$ cat config.mk
export PLATFORM = sky130hd
export DESIGN_NAME = adc_to_pwm_with_bcd_display_top_flat
export DESIGN_NICKNAME = d
export VERILOG_FILES = /design/src/design/adtp_pkg.sv /design/src/design/adtp_item_if.sv /design/src/design/adtp_result_if.sv /design/src/design/adc_to_pwm_with_bcd_display_top.sv /design/src/flat_wrapper.sv
export SDC_FILE = /design/constraint.sdc
export NUM_CORES = 1
export LEC_CHECK = 0
export ABC_CLOCK_PERIOD_IN_PS = 5100
export BUFFER_PORTS_ARGS = -buffer_cell sky130_fd_sc_hd__buf_2
export CORE_UTILIZATION = 30
export DETAILED_ROUTE_END_ITERATION = 12
export PLACE_DENSITY = 0.56
export SKIP_LAST_GASP = 1
export SYNTH_ARGS = -nofsm -noshare
export SYNTH_HDL_FRONTEND = slang
export SYNTH_SLANG_ARGS = --single-unit
$ cat constraint.sdc
create_clock -name clk -period 5.1 [get_ports clk]
set_input_delay 1.02 -clock clk [delete_from_list [all_inputs] [get_ports clk]]
set_output_delay 1.02 -clock clk [all_outputs]
set_load 0.1 [all_outputs]
$ cat src/design/adtp_pkg.sv
// Shared types, widths and constants for the ADC-average to PWM block.
// Used by the channel interfaces, the top level and the checker.
// No dependencies.
package adtp_pkg;

	// Field widths fixed by the item and result formats.
	localparam int SAMPLE_W = 10;
	localparam int NUM_SAMPLES = 4;
	localparam int SUM_W = 12;
	localparam int TOP_W = 16;
	localparam int DUTY_W = 7;
	localparam int SEG_W = 7;
	localparam int MUL_W = 7;
	localparam int PROD_W = TOP_W + MUL_W;
	localparam int CNT_W = 5;
	localparam int DIGIT_W = 4;

	// Reset value of the PWM period register.
	localparam logic [TOP_W-1:0] TOP_RESET = 16'd19999;

	// Duty and divisor constants.
	localparam logic [DUTY_W-1:0] DUTY_FULL = 7'd100;
	localparam logic [MUL_W-1:0] PCT_SCALE = 7'd100;
	localparam logic [MUL_W-1:0] MUL_ONE = 7'd1;
	localparam logic [TOP_W-1:0] PCT_DIV = 16'd100;
	localparam logic [TOP_W-1:0] DEC_DIV = 16'd10;

	// Last step count of the serial multiply and of the serial divide.
	localparam logic [CNT_W-1:0] MUL_LAST = 5'(MUL_W - 1);
	localparam logic [CNT_W-1:0] DIV_LAST = 5'(PROD_W - 1);

	// Item mode codes.
	localparam logic MODE_BATCH = 1'b0;
	localparam logic MODE_TICK = 1'b1;

	// Digit enable codes, bit 0 low digit, bit 1 high digit.
	localparam logic [1:0] EN_LOW = 2'b01;
	localparam logic [1:0] EN_HIGH = 2'b10;

	// Sequencer states.
	typedef enum logic [4:0] {
		ST_IDLE = 5'b00001,
		ST_MUL  = 5'b00010,
		ST_DIV  = 5'b00100,
		ST_NEXT = 5'b01000,
		ST_WAIT = 5'b10000
	} state_t;

	// Operations run on the shared multiply-divide unit.
	typedef enum logic [2:0] {
		OP_AVG,
		OP_DUTY,
		OP_CMPA,
		OP_CMPB,
		OP_DIGIT
	} op_t;

	// Seven-segment pattern for a decimal digit, bit 0 is segment a.
	// Codes above nine show blank.
	function automatic logic [SEG_W-1:0] seg_pattern(input logic [DIGIT_W-1:0] d);
		logic [SEG_W-1:0] p;
		case (d)
			4'd0: p = 7'h3f;
			4'd1: p = 7'h06;
			4'd2: p = 7'h5b;
			4'd3: p = 7'h4f;
			4'd4: p = 7'h66;
			4'd5: p = 7'h6d;
			4'd6: p = 7'h7d;
			4'd7: p = 7'h07;
			4'd8: p = 7'h7f;
			4'd9: p = 7'h6f;
			default: p = '0;
		endcase
		return p;
	endfunction

endpackage

$ cat src/design/adtp_item_if.sv
// Input channel: a sample batch or a display refresh tick.
// Depends on adtp_pkg for the field widths.
interface adtp_item_if;
	import adtp_pkg::*;

	logic valid;
	logic ready;
	logic mode;
	logic [SAMPLE_W-1:0] sample_0;
	logic [SAMPLE_W-1:0] sample_1;
	logic [SAMPLE_W-1:0] sample_2;
	logic [SAMPLE_W-1:0] sample_3;

	modport source (output valid, mode, sample_0, sample_1, sample_2, sample_3,
		input ready);
	modport sink (input valid, mode, sample_0, sample_1, sample_2, sample_3,
		output ready);
endinterface

$ cat src/design/adtp_result_if.sv
// Output channel: compare values, duty and display state after each item.
// Depends on adtp_pkg for the field widths.
interface adtp_result_if;
	import adtp_pkg::*;

	logic valid;
	logic ready;
	logic [TOP_W-1:0] compare_main;
	logic [TOP_W-1:0] compare_inverse;
	logic [DUTY_W-1:0] duty_percent;
	logic [SEG_W-1:0] segments;
	logic low_digit_enable;
	logic high_digit_enable;
	logic full_scale_led;

	modport source (output valid, compare_main, compare_inverse, duty_percent, segments,
		low_digit_enable, high_digit_enable, full_scale_led, input ready);
	modport sink (input valid, compare_main, compare_inverse, duty_percent, segments,
		low_digit_enable, high_digit_enable, full_scale_led, output ready);
endinterface

$ cat src/design/adc_to_pwm_with_bcd_display_top.sv
// ADC average to complementary PWM compare values, with a two-digit duty display.
// A batch result comes from four operations and a tick result from one; each result is then
// loaded into the output register. A new item is accepted only once the previous result has
// been loaded, which waits while an earlier result is still held unaccepted.
// All operations share one bit-serial shift-add multiplier and restoring divider.
// Reset (arst_n low, asynchronous) clears all state and sets the PWM period to 19999.
// Depends on adtp_pkg, adtp_item_if and adtp_result_if.
module adc_to_pwm_with_bcd_display_top #(
	parameter int SAMPLES_PER_BATCH = 4,
	parameter int ADC_BITS = 10
) (
	input logic clk,
	input logic arst_n,
	adtp_item_if.sink item,
	adtp_result_if.source result,
	input logic cfg_we,
	input logic [adtp_pkg::TOP_W-1:0] cfg_wdata
);
	import adtp_pkg::*;

	// Number of samples summed and the ADC full-scale code.
	localparam int N_SUM = (SAMPLES_PER_BATCH > NUM_SAMPLES) ? NUM_SAMPLES :
		((SAMPLES_PER_BATCH < 1) ? 1 : SAMPLES_PER_BATCH);
	localparam logic [TOP_W:0] FULL_CODE = (17'd1 << ADC_BITS) - 17'd1;
	localparam logic [TOP_W-1:0] FULL_D = FULL_CODE[TOP_W-1:0];
	localparam logic [TOP_W-1:0] N_D = TOP_W'(N_SUM);

	state_t state_q;
	op_t op_q;
	logic [CNT_W-1:0] cnt_q;

	// Shared multiply-divide operands and working registers.
	logic [TOP_W-1:0] a_q;
	logic [MUL_W-1:0] m_q;
	logic [TOP_W-1:0] d_q;
	logic [PROD_W-1:0] prod_q;
	logic [TOP_W-1:0] rem_q;

	// Architectural state.
	logic [TOP_W-1:0] top_q;
	logic [DUTY_W-1:0] duty_q;
	logic [TOP_W-1:0] cmp_a_q;
	logic [TOP_W-1:0] cmp_b_q;
	logic show_low_q;
	logic [SEG_W-1:0] seg_q;
	logic [1:0] en_q;
	logic led_q;

	// Output register.
	logic out_valid_q;
	logic [TOP_W-1:0] out_cmp_a_q;
	logic [TOP_W-1:0] out_cmp_b_q;
	logic [DUTY_W-1:0] out_duty_q;
	logic [SEG_W-1:0] out_seg_q;
	logic [1:0] out_en_q;
	logic out_led_q;

	logic [SAMPLE_W-1:0] samp [NUM_SAMPLES];
	logic [SUM_W-1:0] sum;
	logic [DUTY_W-1:0] shown;
	logic [DUTY_W-1:0] duty_sat;
	logic [TOP_W:0] div_trial;
	logic [TOP_W:0] div_diff;
	logic div_ge;
	logic accept;

	// Sum of the samples that take part in the average.
	always_comb begin
		samp[0] = item.sample_0;
		samp[1] = item.sample_1;
		samp[2] = item.sample_2;
		samp[3] = item.sample_3;
		sum = '0;
		for (int i = 0; i < NUM_SAMPLES; i++) begin
			if (i < N_SUM) begin
				sum = sum + SUM_W'(samp[i]);
			end
		end
	end

	// Duty shown on the display wraps 100 to 00; the duty saturates at 100.
	assign shown = (duty_q == DUTY_FULL) ? '0 : duty_q;
	assign duty_sat = (prod_q > PROD_W'(DUTY_FULL)) ? DUTY_FULL : prod_q[DUTY_W-1:0];

	// One restoring division step: the next product bit enters the remainder.
	assign div_trial = {rem_q, prod_q[PROD_W-1]};
	assign div_ge = (div_trial >= {1'b0, d_q});
	assign div_diff = div_trial - {1'b0, d_q};

	assign accept = item.valid && item.ready;
	assign item.ready = (state_q == ST_IDLE);

	// Sequencer, datapath and architectural state.
	always_ff @(posedge clk or negedge arst_n) begin
		if (!arst_n) begin
			state_q <= ST_IDLE;
			op_q <= OP_AVG;
			cnt_q <= '0;
			a_q <= '0;
			m_q <= '0;
			d_q <= '0;
			prod_q <= '0;
			rem_q <= '0;
			top_q <= TOP_RESET;
			duty_q <= '0;
			cmp_a_q <= '0;
			cmp_b_q <= '0;
			show_low_q <= 1'b0;
			seg_q <= '0;
			en_q <= '0;
			led_q <= 1'b0;
			out_valid_q <= 1'b0;
			out_cmp_a_q <= '0;
			out_cmp_b_q <= '0;
			out_duty_q <= '0;
			out_seg_q <= '0;
			out_en_q <= '0;
			out_led_q <= 1'b0;
		end else begin
			if (cfg_we) begin
				top_q <= cfg_wdata;
			end
			// The hand-over state reloads the output register itself.
			if (result.valid && result.ready && (state_q != ST_WAIT)) begin
				out_valid_q <= 1'b0;
			end
			case (state_q)
				ST_IDLE: begin
					if (accept) begin
						prod_q <= '0;
						rem_q <= '0;
						cnt_q <= '0;
						m_q <= MUL_ONE;
						state_q <= ST_MUL;
						if (item.mode == MODE_TICK) begin
							a_q <= TOP_W'(shown);
							d_q <= DEC_DIV;
							op_q <= OP_DIGIT;
						end else begin
							a_q <= TOP_W'(sum);
							d_q <= N_D;
							op_q <= OP_AVG;
						end
					end
				end
				ST_MUL: begin
					// Shift-add multiply, multiplier most significant bit first.
					prod_q <= {prod_q[PROD_W-2:0], 1'b0} +
						(m_q[MUL_W-1] ? PROD_W'(a_q) : '0);
					m_q <= {m_q[MUL_W-2:0], 1'b0};
					if (cnt_q == MUL_LAST) begin
						cnt_q <= '0;
						state_q <= ST_DIV;
					end else begin
						cnt_q <= cnt_q + 1'b1;
					end
				end
				ST_DIV: begin
					// The quotient bits replace the product bits from the bottom.
					prod_q <= {prod_q[PROD_W-2:0], div_ge};
					rem_q <= div_ge ? div_diff[TOP_W-1:0] : div_trial[TOP_W-1:0];
					if (cnt_q == DIV_LAST) begin
						cnt_q <= '0;
						state_q <= ST_NEXT;
					end else begin
						cnt_q <= cnt_q + 1'b1;
					end
				end
				ST_NEXT: begin
					// Take the quotient and set up the following operation.
					prod_q <= '0;
					rem_q <= '0;
					state_q <= ST_MUL;
					case (op_q)
						OP_AVG: begin
							a_q <= TOP_W'(prod_q[SAMPLE_W-1:0]);
							m_q <= PCT_SCALE;
							d_q <= FULL_D;
							op_q <= OP_DUTY;
						end
						OP_DUTY: begin
							duty_q <= duty_sat;
							a_q <= top_q;
							m_q <= duty_sat;
							d_q <= PCT_DIV;
							op_q <= OP_CMPA;
						end
						OP_CMPA: begin
							cmp_a_q <= prod_q[TOP_W-1:0];
							a_q <= top_q;
							m_q <= DUTY_FULL - duty_q;
							d_q <= PCT_DIV;
							op_q <= OP_CMPB;
						end
						OP_CMPB: begin
							cmp_b_q <= prod_q[TOP_W-1:0];
							state_q <= ST_WAIT;
						end
						OP_DIGIT: begin
							// Quotient is the tens digit, remainder the units digit.
							led_q <= (duty_q == DUTY_FULL);
							if (show_low_q) begin
								seg_q <= seg_pattern(rem_q[DIGIT_W-1:0]);
								en_q <= EN_LOW;
							end else begin
								seg_q <= seg_pattern(prod_q[DIGIT_W-1:0]);
								en_q <= EN_HIGH;
							end
							show_low_q <= !show_low_q;
							state_q <= ST_WAIT;
						end
						default: begin
							state_q <= ST_WAIT;
						end
					endcase
				end
				ST_WAIT: begin
					// Hand the state over once the output register is free.
					if (!out_valid_q || result.ready) begin
						out_valid_q <= 1'b1;
						out_cmp_a_q <= cmp_a_q;
						out_cmp_b_q <= cmp_b_q;
						out_duty_q <= duty_q;
						out_seg_q <= seg_q;
						out_en_q <= en_q;
						out_led_q <= led_q;
						state_q <= ST_IDLE;
					end
				end
				default: begin
					state_q <= ST_IDLE;
				end
			endcase
		end
	end

	// Result channel outputs.
	assign result.valid = out_valid_q;
	assign result.compare_main = out_cmp_a_q;
	assign result.compare_inverse = out_cmp_b_q;
	assign result.duty_percent = out_duty_q;
	assign result.segments = out_seg_q;
	assign result.low_digit_enable = out_en_q[0];
	assign result.high_digit_enable = out_en_q[1];
	assign result.full_scale_led = out_led_q;

endmodule

$ cat src/flat_wrapper.sv
// flat-port wrapper written by rule: the top's interface ports become plain ports
module adc_to_pwm_with_bcd_display_top_flat import adtp_pkg::*;
#(
	parameter int SAMPLES_PER_BATCH = 4,
	parameter int ADC_BITS = 10
)
  (clk, arst_n, cfg_we, cfg_wdata, item_valid, item_mode, item_sample_0, item_sample_1, item_sample_2, item_sample_3, item_ready, result_valid, result_compare_main, result_compare_inverse, result_duty_percent, result_segments, result_low_digit_enable, result_high_digit_enable, result_full_scale_led, result_ready);
  adtp_item_if item_i ();
  adtp_result_if result_i ();
  input logic clk;
  input logic arst_n;
  input logic cfg_we;
  input logic [adtp_pkg::TOP_W-1:0] cfg_wdata;
  input wire logic [$bits(item_i.valid)-1:0] item_valid;
  input wire logic [$bits(item_i.mode)-1:0] item_mode;
  input wire logic [$bits(item_i.sample_0)-1:0] item_sample_0;
  input wire logic [$bits(item_i.sample_1)-1:0] item_sample_1;
  input wire logic [$bits(item_i.sample_2)-1:0] item_sample_2;
  input wire logic [$bits(item_i.sample_3)-1:0] item_sample_3;
  output wire logic [$bits(item_i.ready)-1:0] item_ready;
  output wire logic [$bits(result_i.valid)-1:0] result_valid;
  output wire logic [$bits(result_i.compare_main)-1:0] result_compare_main;
  output wire logic [$bits(result_i.compare_inverse)-1:0] result_compare_inverse;
  output wire logic [$bits(result_i.duty_percent)-1:0] result_duty_percent;
  output wire logic [$bits(result_i.segments)-1:0] result_segments;
  output wire logic [$bits(result_i.low_digit_enable)-1:0] result_low_digit_enable;
  output wire logic [$bits(result_i.high_digit_enable)-1:0] result_high_digit_enable;
  output wire logic [$bits(result_i.full_scale_led)-1:0] result_full_scale_led;
  input wire logic [$bits(result_i.ready)-1:0] result_ready;
  assign item_i.valid = item_valid;
  assign item_i.mode = item_mode;
  assign item_i.sample_0 = item_sample_0;
  assign item_i.sample_1 = item_sample_1;
  assign item_i.sample_2 = item_sample_2;
  assign item_i.sample_3 = item_sample_3;
  assign item_ready = item_i.ready;
  assign result_valid = result_i.valid;
  assign result_compare_main = result_i.compare_main;
  assign result_compare_inverse = result_i.compare_inverse;
  assign result_duty_percent = result_i.duty_percent;
  assign result_segments = result_i.segments;
  assign result_low_digit_enable = result_i.low_digit_enable;
  assign result_high_digit_enable = result_i.high_digit_enable;
  assign result_full_scale_led = result_i.full_scale_led;
  assign result_i.ready = result_ready;
  adc_to_pwm_with_bcd_display_top #(.SAMPLES_PER_BATCH(SAMPLES_PER_BATCH), .ADC_BITS(ADC_BITS)) u_core (.clk(clk), .arst_n(arst_n), .item(item_i), .result(result_i), .cfg_we(cfg_we), .cfg_wdata(cfg_wdata));
endmodule
# Yosys cells after proc, flatten, opt, wreduce, memory -nomap -nowiden
# Memory sizes are Yosys's and may differ from the RTL's.
# Cells that the tools add are included.
# classes
addsub	7
n_lt_le_gt_ge	2
n_eq_ne	19
muxes	38
reduce_logical	26
# op_table
operator	count
$pmux W16 S2	4
$pmux W23 S4	1
$mux W16	5
$pmux W16 S3	1
$pmux W7 S3	2
$mux W5	8
$mux W7	4
$pmux W5 S5	1
$add A12 B10 Y12	2
$add A23 B23 Y23	1
$gt A23 B7 Y1 const B	1
$mux W23	1
$ge A17 B16 Y1	1
$reduce_and A2 Y1	8
$sub A16 B16 Y16	1
$pmux W5 S3	1
$mux W12	1
$add A10 B10 Y11	1
$eq A5 B3 Y1 const B	2
$eq A5 B5 Y1 const B	2
$pmux W3 S3	1
$reduce_and A3 Y1	3
$reduce_bool A3 Y1	3
$eq A7 B7 Y1 const B	1
other kinds (27)	36
# word_totals
reg_bits	207
rom_bits	224
input_bits	62
output_inout_bits	51
wordCells	117
mem_count	2
# memory_table
name	depth	word_bits	read_ports	rd_ports_with_merged_regs	wr	line_no	source
(name not given)	16	7	1	0	0	adtp_pkg.sv:62	case (d)
(name not given)	16	7	1	0	0	adtp_pkg.sv:62	

# Logic depth before layout (Yosys ltp)
# Gate-level depths: netlist of run 1.
# logic_depth
depth_word	6
mapped_depth	19
depth_no_buf	19

# Least setup slack after synthesis of run 1
# Ideal clock, no wire load.
# synth_path
path_type	input to register
start	in item_sample_1[0]
end	reg u_core.a_q[10]
setup_time_ns	0.126
arrival_time_ns	4.034
t_required_ns	4.974
slack_ns	0.940
path_stages	19
n_path_buf	0
path_cell_list	ha_1 fa_1 a21oi_1 nor2_1 nor2_1 o21bai_1 a21oi_1 xor2_1 fa_1 inv_1 ha_1 o21ai_0 nand2b_1 a21oi_1 a21o_1 o21ai_0 xor2_1 a221oi_1 nor2_1
# synth_between
elab_chain_cells	6
# synth_rtl
item	line_no	source
start, declared	flat_wrapper.sv:17	input wire logic [$bits(item_i.sample_1)-1:0] item_sample_1;
$add A10 B10 Y11	adc_to_pwm_with_bcd_display_top.sv:76	sum = sum + SUM_W'(samp[i]);
$add A12 B10 Y12 (2 in series)	adc_to_pwm_with_bcd_display_top.sv:76	
$mux W12	adc_to_pwm_with_bcd_display_top.sv:135	if (item.mode == MODE_TICK) begin
$mux W16	adc_to_pwm_with_bcd_display_top.sv:129	if (accept) begin
$pmux W16 S2	adc_to_pwm_with_bcd_display_top.sv:127	case (state_q)
end signal, assigned	adc_to_pwm_with_bcd_display_top.sv:136	a_q <= TOP_W'(shown);
end signal, assigned	adc_to_pwm_with_bcd_display_top.sv:140	a_q <= TOP_W'(sum);
end signal, assigned	adc_to_pwm_with_bcd_display_top.sv:176	a_q <= TOP_W'(prod_q[SAMPLE_W-1:0]);
end, declared	adc_to_pwm_with_bcd_display_top.sv:33	logic [TOP_W-1:0] a_q;
# Every way passes these cells. The select of a mux whose other input is x is not followed.
# A chain may end at the register's enable or synchronous reset.

# Worst setup path after layout of run 1
# Ends and elaborated chain as after synthesis.

==> results of run 1 <==
[flip-flops by register name, summed over array words and instances (netlist names), 5 cells and up]
register                       count
u_core.cmp_b_q                    16
u_core.duty_q                      7
u_core.top_q                      16
u_core.result.segments             7
u_core.result.compare_inverse     16
u_core.seg_q                       7
u_core.m_q                         7
u_core.a_q                        16
u_core.prod_q                     23
u_core.state_q                     5
u_core.cnt_q                       5
u_core.result.duty_percent         7
u_core.rem_q                      16
u_core.cmp_a_q                    16
u_core.result.compare_main        16
[per-layer routing]
| layer | wire, µm | up-vias |
|---|---|---|
| met3 | 1640 | 24 |
| met2 | 11900 | 203 |
| met1 | 13200 | 4088 |
| li1 | - | 4137 |
| met4 | 302 | 6 |
| met5 | 35 | - |
[synth_stat cells (7+ instances only)]
master and n:
xor2_1 16, ha_1 60, and3_1 11, mux2_2 77
a21o_1 21, a22o_1 7, nand2_1 143, a31oi_1 7
inv_1 71, o21ai_0 91, a21oi_1 64, dfstp_2 10
nand4_1 8, fa_1 14, and2_1 19, o21ai_1 8
or3_1 7, o211ai_1 9, a22oi_1 13, a222oi_1 8
nor3_1 13, dfrtp_1 184, o31ai_1 7, a221oi_1 9
clkbuf_1 41, xnor2_1 27, nand3_1 17, nor2_1 60
nand2b_1 16
[how the worst min path moves through the flow]
stage                                  start  cells after the start            endpoint
after floorplan           u_core.cmp_a_q[10]                      2  u_core.cmp_a_q[10]
after global placement         u_core.a_q[3]                      2       u_core.a_q[3]
after detailed placement   u_core.cmp_a_q[9]                      2   u_core.cmp_a_q[9]
after CTS                      u_core.a_q[4]                      2       u_core.a_q[4]
after global routing           u_core.a_q[3]                      2       u_core.a_q[3]
final                     u_core.cmp_a_q[10]                      2  u_core.cmp_a_q[10]
[layout make-up]
type	count	area [µm²]	share of cell area, %
Timing Repair Buffer	121	649	5.14
Clock inverter	15	194	1.53
Antenna cell	2	5.00	0.0396
Clock buffer	17	425	3.37
Tap cell	461	577	4.56
Inverter	71	267	2.11
Sequential cell	194	4870	38.5
Multi-Input combinational cell	806	5650	44.7
[critical path, cell delays in order]
cell and delay [ns]:
buf_2 0.10, ha_1 0.22, fa_1 0.42, a21oi_1 0.20
nor2_1 0.06, nor2_1 0.15, o21bai_1 0.09, a21oi_1 0.23
xor2_1 0.11, fa_1 0.48, inv_1 0.04, ha_1 0.32
o21ai_0 0.09, nand2b_1 0.08, a21oi_1 0.17, a21o_1 0.13
o21ai_0 0.11, xor2_1 0.15, a221oi_1 0.26, nor2_1 0.07
[where the power goes]
| part | switching [mW] | total [mW] | internal (mW) | leakage [nW] |
|---|---|---|---|---|
| logic | 1.38 | 2.30 | 0.920 | 3.38 |
| registers | 0.230 | 1.97 | 1.74 | 2.62 |
| clock network | 0.719 | 1.40 | 0.681 | 0.303 |
[layout by cell type, fill, tap and decap left out, drive strengths merged, types with 10 or more instances in the layout]
| master | count |
|---|---|
| a21o | 21 |
| nor2 | 60 |
| nor3 | 14 |
| and2 | 20 |
| buf | 120 |
| inv | 82 |
| ha | 60 |
| a21oi | 64 |
| dfstp | 10 |
| o211ai | 10 |
| xnor2 | 27 |
| a22oi | 13 |
| o21ai | 99 |
| and3 | 11 |
| nand3 | 17 |
| nand2b | 16 |
| dfrtp | 184 |
| xor2 | 16 |
| clkbuf | 18 |
| nand2 | 143 |
| fa | 14 |
| mux2 | 77 |
[through the flow]
stage,power (mW),cells,instance area (µm²)
2_1_floorplan,3.72,1119,11000
3_3_place_gp,4.26,1653,12000
3_5_place_dp,4.30,1653,12000
4_1_cts,5.72,1685,12600
5_1_grt,6.08,1685,12600
6_report,5.66,1687,12600
[logic make-up (layout without fill, tap and decap cells)]
| logic type | count (synthesis) | in the layout |
|---|---|---|
| flops | 194 | 194 |
| fa+ha+maj | 74 | 74 |
| xor+xnor | 43 | 43 |
| mux | 83 | 83 |
| simple gates | 322 | 322 |
| other cells | 0 | 2 |
| compound gates | 284 | 284 |
| buf+inv | 119 | 224 |
==> flow_summary.toml, run 1 <==
[setup_path]
cp-endpoint = "u_core.a_q[10]"
critical_path_arrival_ns = 4.50
r2r_end = "u_core.prod_q[21]"
reg2reg_slack_ns = 1.87
endpoint_kind = "register"
worstPathRequired_ns = 5.43
crit_type = "in -> reg"
rr_worst_depth = 11
startpoint_type = "primary input"
startpoint = "item_sample_1[0]"
crit_path_max_fanout = 3
r2r-start = "u_core.m_q[6]"

[yosys]
synth_top_family_by_area = "compound AO/OA/AOI/OAI gates"
synth-simple-area-share_pct = 13.6
synthMuxAreaShare_pct = 8.45
synth_ff_type = "dfrtp_1"
ys_types = 62
yosysWarnings = 0
synth_top_area_share_pct = 42.0
yosysSeqAreaShare_pct = 44.4
synth-edff-count = 0
synth-adder-area-share_pct = 9.40
synthXorXnorAreaFrac_pct = 3.43
synth_nets = 1255
synth_area_leaders = "dfrtp_1 42%, mux2_2 7.9%, ha_1 6.8%, nand2_1 4.9%, o21ai_0 4.2%"
synthesis.area_mm2 = 0.0110
syn_avg_cell_area_um2 = 9.80
async_flop_share_pct = 100
syn_inst = 1119
yosys.area.top_type = "dfrtp_1"
ys_ff_latch = 194
synth_compound_area_share_pct = 16.6

[grt]
grt_pass1_vias = 8160
gr-usage-all-layers_pct = 15.1
antenna_found_initial = 5
grt.met2_usage_pct = 23.1
grt_max_degree = 109
top_usage_layer = "met2"
grt.met1_usage_pct = 21.3
overflow = 0
met3_usage_pct = 3.57
grt_pass1_wl_mm = 44.0

[layout]
final_core_util_pct = 35.4
fin_nets = 1347
fill_cells = 3685
syn_to_final_growth_pct = 15.2
drive_above_1_share_pct = 20.5

[drt]
drtIter0Drc = 664
vias = 8458
ant_nets = 0
route.detailed.drc = 6
wl_per_cell_um = 16.1
first_pass_iters = 9
vias_per_cell = 5.01
routed_wl_mm = 27.2

[placement]
dp_hpwl_mm = 19.7
place_ws_ns = 0.470
place.gp.congestion = 0.826
io_buffers = 112

[cts]
clkSinkCount = 194
cts_made_buffers = 17
cts_root_buf = "clkbuf_16"
clock_path_buffers = 2
clock_latency_ns = 0.45
htree_levels = 4
clk_pin_slew_ns = 0.08
cts-resized-gates = 0
post_cts.repair.setup_buffers = 0
cts_hold_buf = 0
tritoncts = "done"

[timing]
relSlewSlack_pct = 20.7
setup_tns_ns = 0
fmax_mhz = 239
skew_ns = 0.0192
setup_ws_ns = 0.922
min_period_ns = 4.18
finalHoldViolCount = 0
period_share_pct = 81.9
setup_viol_count_final = 0
slew_viol_final = 0
rsz0062_at_grt = "false"
tightest_slew_ns = 1.19
hold_ws_ns = 0.479

[die]
placement_rows = 69
die_y_um = 193
die_area_mm2 = 0.0373
ios = 113
start_util_pct = 30.7
core_mm2 = 0.0357
chipWidth_um = 193

[power]
power.density_mw_per_mm2 = 448
p_leak_nw = 6.30
ir_worst_vdd_mv = 0.206

[flow_run]
drv_cap = 0

[run_status]
violations = "DRC"
outcome = "finished with violations"

[worst_hold_path]
hold_path.class = "reg -> reg"
No activity file was read; power rests on OpenSTA's default activity.
==> run 2: changes to the inputs <==
--- a/config.mk
+++ b/config.mk
@@ -5,7 +5,8 @@
 export SDC_FILE = /design/constraint.sdc
 export NUM_CORES = 1
 export LEC_CHECK = 0
-export ABC_CLOCK_PERIOD_IN_PS = 5100
+export ABC_AREA = 1
+export ABC_CLOCK_PERIOD_IN_PS = 4050
 export BUFFER_PORTS_ARGS = -buffer_cell sky130_fd_sc_hd__buf_2
 export CORE_UTILIZATION = 30
 export DETAILED_ROUTE_END_ITERATION = 12
==> constraint.sdc (replaced) <==
create_clock -name clk -period 4.05 [get_ports clk]
set_input_delay 0.81 -clock clk [delete_from_list [all_inputs] [get_ports clk]]
set_output_delay 0.81 -clock clk [all_outputs]
set_load 0.1 [all_outputs]
==> flow_summary.toml, run 2 <==
[setup_path]
endpoint_kind = "register"
r2r-start = "u_core.m_q[6]"
cp_cell_sequence = "buf_2, ha_1, fa_1, nand3_1, nand2_1, nand4_1, nand3_1, xnor2_1, fa_1, inv_1, ha_1, nand2_1, nor3_1, nand3_1, nand4_1, nand2_1, a21oi_1"
crit_path_max_fanout = 4
critPathSlowestCell = "fa_1"
path_buf_inv = 2
reg2reg_slack_ns = 1.37
crit_type = "in -> reg"
r2r_end = "u_core.prod_q[15]"
startpoint_type = "primary input"
critPathTopFamily = "adder cells"
rr_worst_depth = 13
startpoint = "item_sample_1[0]"
max_stage_delay_ns = 0.48
worstPathRequired_ns = 4.44
critical_path_arrival_ns = 3.80

[yosys]
synth_top_area_share_pct = 38.2
yosys.area.top_type = "dfrtp_1"
ys_ff_latch = 194
syn_inst = 1579
synthesis.area_mm2 = 0.0120
yosysWarnings = 0
synth.most_common_cell = "nand2_1"
syn_avg_cell_area_um2 = 7.63
synth_area_leaders = "dfrtp_1 38%, nand2_1 14%, inv_1 7.2%, ha_1 6.2%, nand3_1 4.7%"
synth_ff_type = "dfrtp_1"
synth-edff-count = 0
async_flop_share_pct = 100
synth_nets = 1715
ys_types = 53
ys_top_cells_by_count = "452 x nand2_1, 231 x inv_1, 184 x dfrtp_1"
yosysSeqAreaShare_pct = 40.4

[layout]
drive_above_1_share_pct = 13.5
final_cell_mix = "452 x nand2_1, 231 x inv_1, 184 x dfrtp_1, 112 x nand3_1, 111 x buf_2"
largest_reg_flops = 23
fill_cells = 4264
final_common_cell = "nand2_1"
regMostFlops = "u_core.prod_q"
final_cells = 2220
final_core_util_pct = 34.8
fin_nets = 1815
post-route-cell-area_mm2 = 0.0138
syn_to_final_growth_pct = 14.5

[timing]
setup_ws_ns = 0.650
relSlewSlack_pct = 25.1
finalHoldViolCount = 0
min_period_ns = 3.40
setup_tns_ns = 0
setup_viol_count_final = 0
hold_ws_ns = 0.336
period_share_pct = 84.0
rsz0062_at_grt = "false"
slew_viol_final = 0
skew_ns = 0.0195
fmax_mhz = 294
tightest_slew_ns = 1.12

[placement]
dp_hpwl_mm = 25.2
place.gp.congestion = 0.886
postPlaceCellArea_mm2 = 0.0131
dp_cells = 2185
io_buffers = 112
place_ws_ns = 0.196

[drt]
ant_nets = 0
first_pass_iters = 4
routed_wl_mm = 33.2
wl_per_cell_um = 14.9
vias_per_cell = 4.68
drtIter0Drc = 678
vias = 10393
route.detailed.drc = 0

[cts]
cts_made_buffers = 17
clock_latency_ns = 0.46
clkSinkCount = 194
clock_path_buffers = 2
cts-resized-gates = 0
clk_pin_slew_ns = 0.09
cts_hold_buf = 0
htree_levels = 4
post_cts.repair.setup_buffers = 0
tritoncts = "done"
cts_root_buf = "clkbuf_16"

[worst_hold_path]
hold_path.class = "in -> async"

[die]
core_mm2 = 0.0396
chipWidth_um = 202
start_util_pct = 30.4
ios = 113
die_y_um = 202
die_area_mm2 = 0.0410
placement_rows = 73

[grt]
grt_max_degree = 91
gr-usage-all-layers_pct = 16.7
grt_pass1_vias = 10072
grt_pass1_wl_mm = 54.2
overflow = 0
antenna_found_initial = 5

[run_status]
outcome = "finished, final reports clean"

[power]
p_leak_nw = 7.26
power.density_mw_per_mm2 = 662
ir_worst_vdd_mv = 0.312
p_total_mw = 9.13

[flow_run]
drv_cap = 0
-- run 2: worst max path at each step --
stage,end,slack (ns),cells past startpoint
finish,u_core.a_q[11],0.65,17
global route,u_core.a_q[11],0.36,17
CTS,u_core.a_q[7],0.69,17
detailed placement,u_core.a_q[7],0.20,17
global placement,u_core.a_q[7],0.23,17
floorplan,u_core.a_q[7],0.55,16
-- run 2: layer usage --
metal	global-route usage (%)	vias to the layer above	share of wire (%)
met1	23.9	4870	50
met3	3.14	28	4.6
li1	-	5275	-
met5	0	-	0.039
met4	4.00	2	1.2
met2	25.8	218	44
-- run 2: cell type report --
cell class	instances	area, µm²	area share (%)
well taps	525	657	4.76
repair buffers	124	672	4.87
clock inverters	15	235	1.71
diodes	3	7.51	0.0544
inverters	237	895	6.49
multi-input cells	1105	6030	43.8
clock buffers	17	425	3.08
flip-flops and latches	194	4870	35.3
-- run 2: power breakdown --
group / internal, mW / switching, mW
registers: 2.27 / 0.441
logic: 1.48 / 3.05
clock network: 0.933 / 0.958
-- run 2: worst register-to-register path: stages (launching register included) --
cell and delay (ns):
dfrtp_1 0.68, nand2_1 0.12, inv_1 0.09, ha_1 0.22
fa_1 0.27, nand2_1 0.10, nand3_1 0.11, nand2_1 0.09
o21ai_0 0.44, nand2_1 0.17, nand2_1 0.10, nand2_1 0.05
nand3_1 0.08, nand3_1 0.07
-- run 2: kinds of logic after synthesis --
| kind of cell | count (synthesis) | share of synthesized area, % |
|---|---|---|
| xor gates and xnor gates | 22 | 1.60 |
| muxes | 26 | 2.43 |
| DFF | 194 | 40.4 |
| AOI/OAI and AO/OA | 236 | 10.8 |
| buffers and inverters | 280 | 9.52 |
| adders and majority gates | 74 | 8.56 |
| and+or+nand+nor | 747 | 26.7 |
==> run 3: changes to the inputs <==
--- a/config.mk
+++ b/config.mk
@@ -6,7 +6,7 @@
 export NUM_CORES = 1
 export LEC_CHECK = 0
 export ABC_AREA = 1
-export ABC_CLOCK_PERIOD_IN_PS = 4050
+export ABC_CLOCK_PERIOD_IN_PS = 3300
 export BUFFER_PORTS_ARGS = -buffer_cell sky130_fd_sc_hd__buf_2
 export CORE_UTILIZATION = 30
 export DETAILED_ROUTE_END_ITERATION = 12
==> constraint.sdc (replaced) <==
create_clock -name clk -period 3.3 [get_ports clk]
set_input_delay 0.66 -clock clk [delete_from_list [all_inputs] [get_ports clk]]
set_output_delay 0.66 -clock clk [all_outputs]
set_load 0.1 [all_outputs]
==> flow_summary.toml, run 3 (synthesized netlist as in run 2, its figures left out) <==
[run_status]
outcome = "finished, final reports clean"

[grt]
overflow = 0
grt_max_degree = 86
gr-usage-all-layers_pct = 16.8
grt_pass1_wl_mm = 54.9
grt_pass1_vias = 10307
antenna_found_initial = 4

[drt]
vias = 10403
ant_nets = 0
drtIter0Drc = 751
vias_per_cell = 4.62
wl_per_cell_um = 14.7
routed_wl_mm = 33.1
first_pass_iters = 5
route.detailed.drc = 0

[layout]
syn_to_final_growth_pct = 16.4
fin_nets = 1847
final_core_util_pct = 35.4
final_common_cell = "nand2_1"
regMostFlops = "u_core.prod_q"
regArea_mm2 = 0.00487
multi_input_area_mm2 = 0.00606
drive_above_1_share_pct = 15.3
fill_cells = 4265
largest_reg_flops = 23
final_cell_mix = "452 x nand2_1, 230 x inv_1, 184 x dfrtp_1, 112 x nand3_1, 111 x buf_2"

[setup_path]
r2r_end = "u_core.prod_q[15]"
reg2reg_slack_ns = 0.56
crit_path_max_fanout = 3
rr_worst_depth = 13
startpoint_type = "primary input"
startpoint = "item_sample_1[2]"
cp-endpoint = "u_core.a_q[10]"
r2r-start = "u_core.m_q[6]"
endpoint_kind = "register"
crit_type = "in -> reg"
worstPathRequired_ns = 3.68
critical_path_arrival_ns = 3.42

[die]
core_mm2 = 0.0396
chipWidth_um = 202
start_util_pct = 30.4
die_y_um = 202
placement_rows = 73
ios = 113
die_area_mm2 = 0.0410

[cts]
post_cts.repair.setup_buffers = 0
clk_pin_slew_ns = 0.08
clock_path_buffers = 2
cts_root_buf = "clkbuf_16"
cts_made_buffers = 17
clkSinkCount = 194
tritoncts = "done"
clock_latency_ns = 0.46
htree_levels = 4

[timing]
rsz0062_at_grt = "false"
finalHoldViolCount = 0
slew_viol_final = 0
period_share_pct = 92.1
min_period_ns = 3.04
setup_viol_count_final = 0
tightest_slew_ns = 1.10
skew_ns = 0.0121
fmax_mhz = 329
relSlewSlack_pct = 26.6

[power]
p_leak_nw = 7.40
p_total_mw = 11.3
ir_worst_vdd_mv = 0.423
power.density_mw_per_mm2 = 803

[placement]
io_buffers = 112
dp_hpwl_mm = 25.2
place.gp.congestion = 0.903

[worst_hold_path]
hold_path.class = "in -> async"

[flow_run]
drv_cap = 0
==> run 3: worst min-delay path by stage <==
stage                                    endpoint  slack (ns)  depth (start not counted)                     startpoint
CTS                     u_core.result.segments[2]        0.15                          1                         arst_n
detailed placement  u_core.result.compare_main[9]        0.47                          2  u_core.result.compare_main[9]
global route                      u_core.rem_q[1]        0.16                          1                         arst_n
floorplan                           u_core.a_q[0]        0.36                          0                         arst_n
finish                  u_core.result.segments[2]        0.15                          1                         arst_n
global placement        u_core.result.segments[3]        0.46                          2      u_core.result.segments[3]
==> run 3: routing by layer <==
metal / vias up / track usage (%) / wire length [µm]
li1: 5342 / - / -
met1: 4812 / 24.7 / 17200
met2: 218 / 25.0 / 13900
met3: 29 / 3.22 / 1370
met4: 2 / 4.83 / 577
met5: - / 0 / 13
==> run 3: layout make-up <==
cell class	instances	area share, %
timing repair buffer	156	6.68
inverter	237	6.38
tap	525	4.68
sequential	194	34.7
antenna	2	0.0357
clock inverter	13	1.20
multi-input combinational	1105	43.2
clock buffer	19	3.16
==> run 3: worst max-delay path, cell delays in order <==
cell     delay, ns
buf_2         0.10
ha_1          0.32
a21o_1        0.18
nand2_1       0.06
nand2_1       0.07
buf_4         0.13
nand2_1       0.07
nand4_1       0.11
xor2_1        0.17
fa_1          0.48
inv_1         0.04
ha_1          0.33
nand2_1       0.10
inv_1         0.04
a21oi_1       0.18
nand3_1       0.09
nand2_1       0.06
nand3_1       0.07
a21oi_1       0.13
==> run 3: power breakdown <==
part	switching (mW)	internal (mW)	total, mW
combinational	3.87	1.99	5.86
clock	1.05	1.11	2.15
sequential	0.464	2.79	3.25
total	5.38	5.89	11.3
==> run 3: per-stage QoR <==
stage | worst slack [ns] | cells | hold slack (ns) | instance area (µm²) | setup TNS (ns)
after global routing | 0.0163 | 2249 | 0.158 | 14000 | 0
after global placement | -0.267 | 2217 | 0.463 | 13400 | -1.42
after floorplan | 0.00455 | 1579 | 0.364 | 12100 | 0
after detailed placement | -0.276 | 2217 | 0.469 | 13400 | -1.70
after CTS | 0.206 | 2249 | 0.148 | 14000 | 0
final | 0.259 | 2251 | 0.147 | 14000 | 0
==> run 3: what timing repair did <==
action,CTS,global route
hold buffers,0,0
setup endpoints to repair,0,4
gates resized for setup,0,5
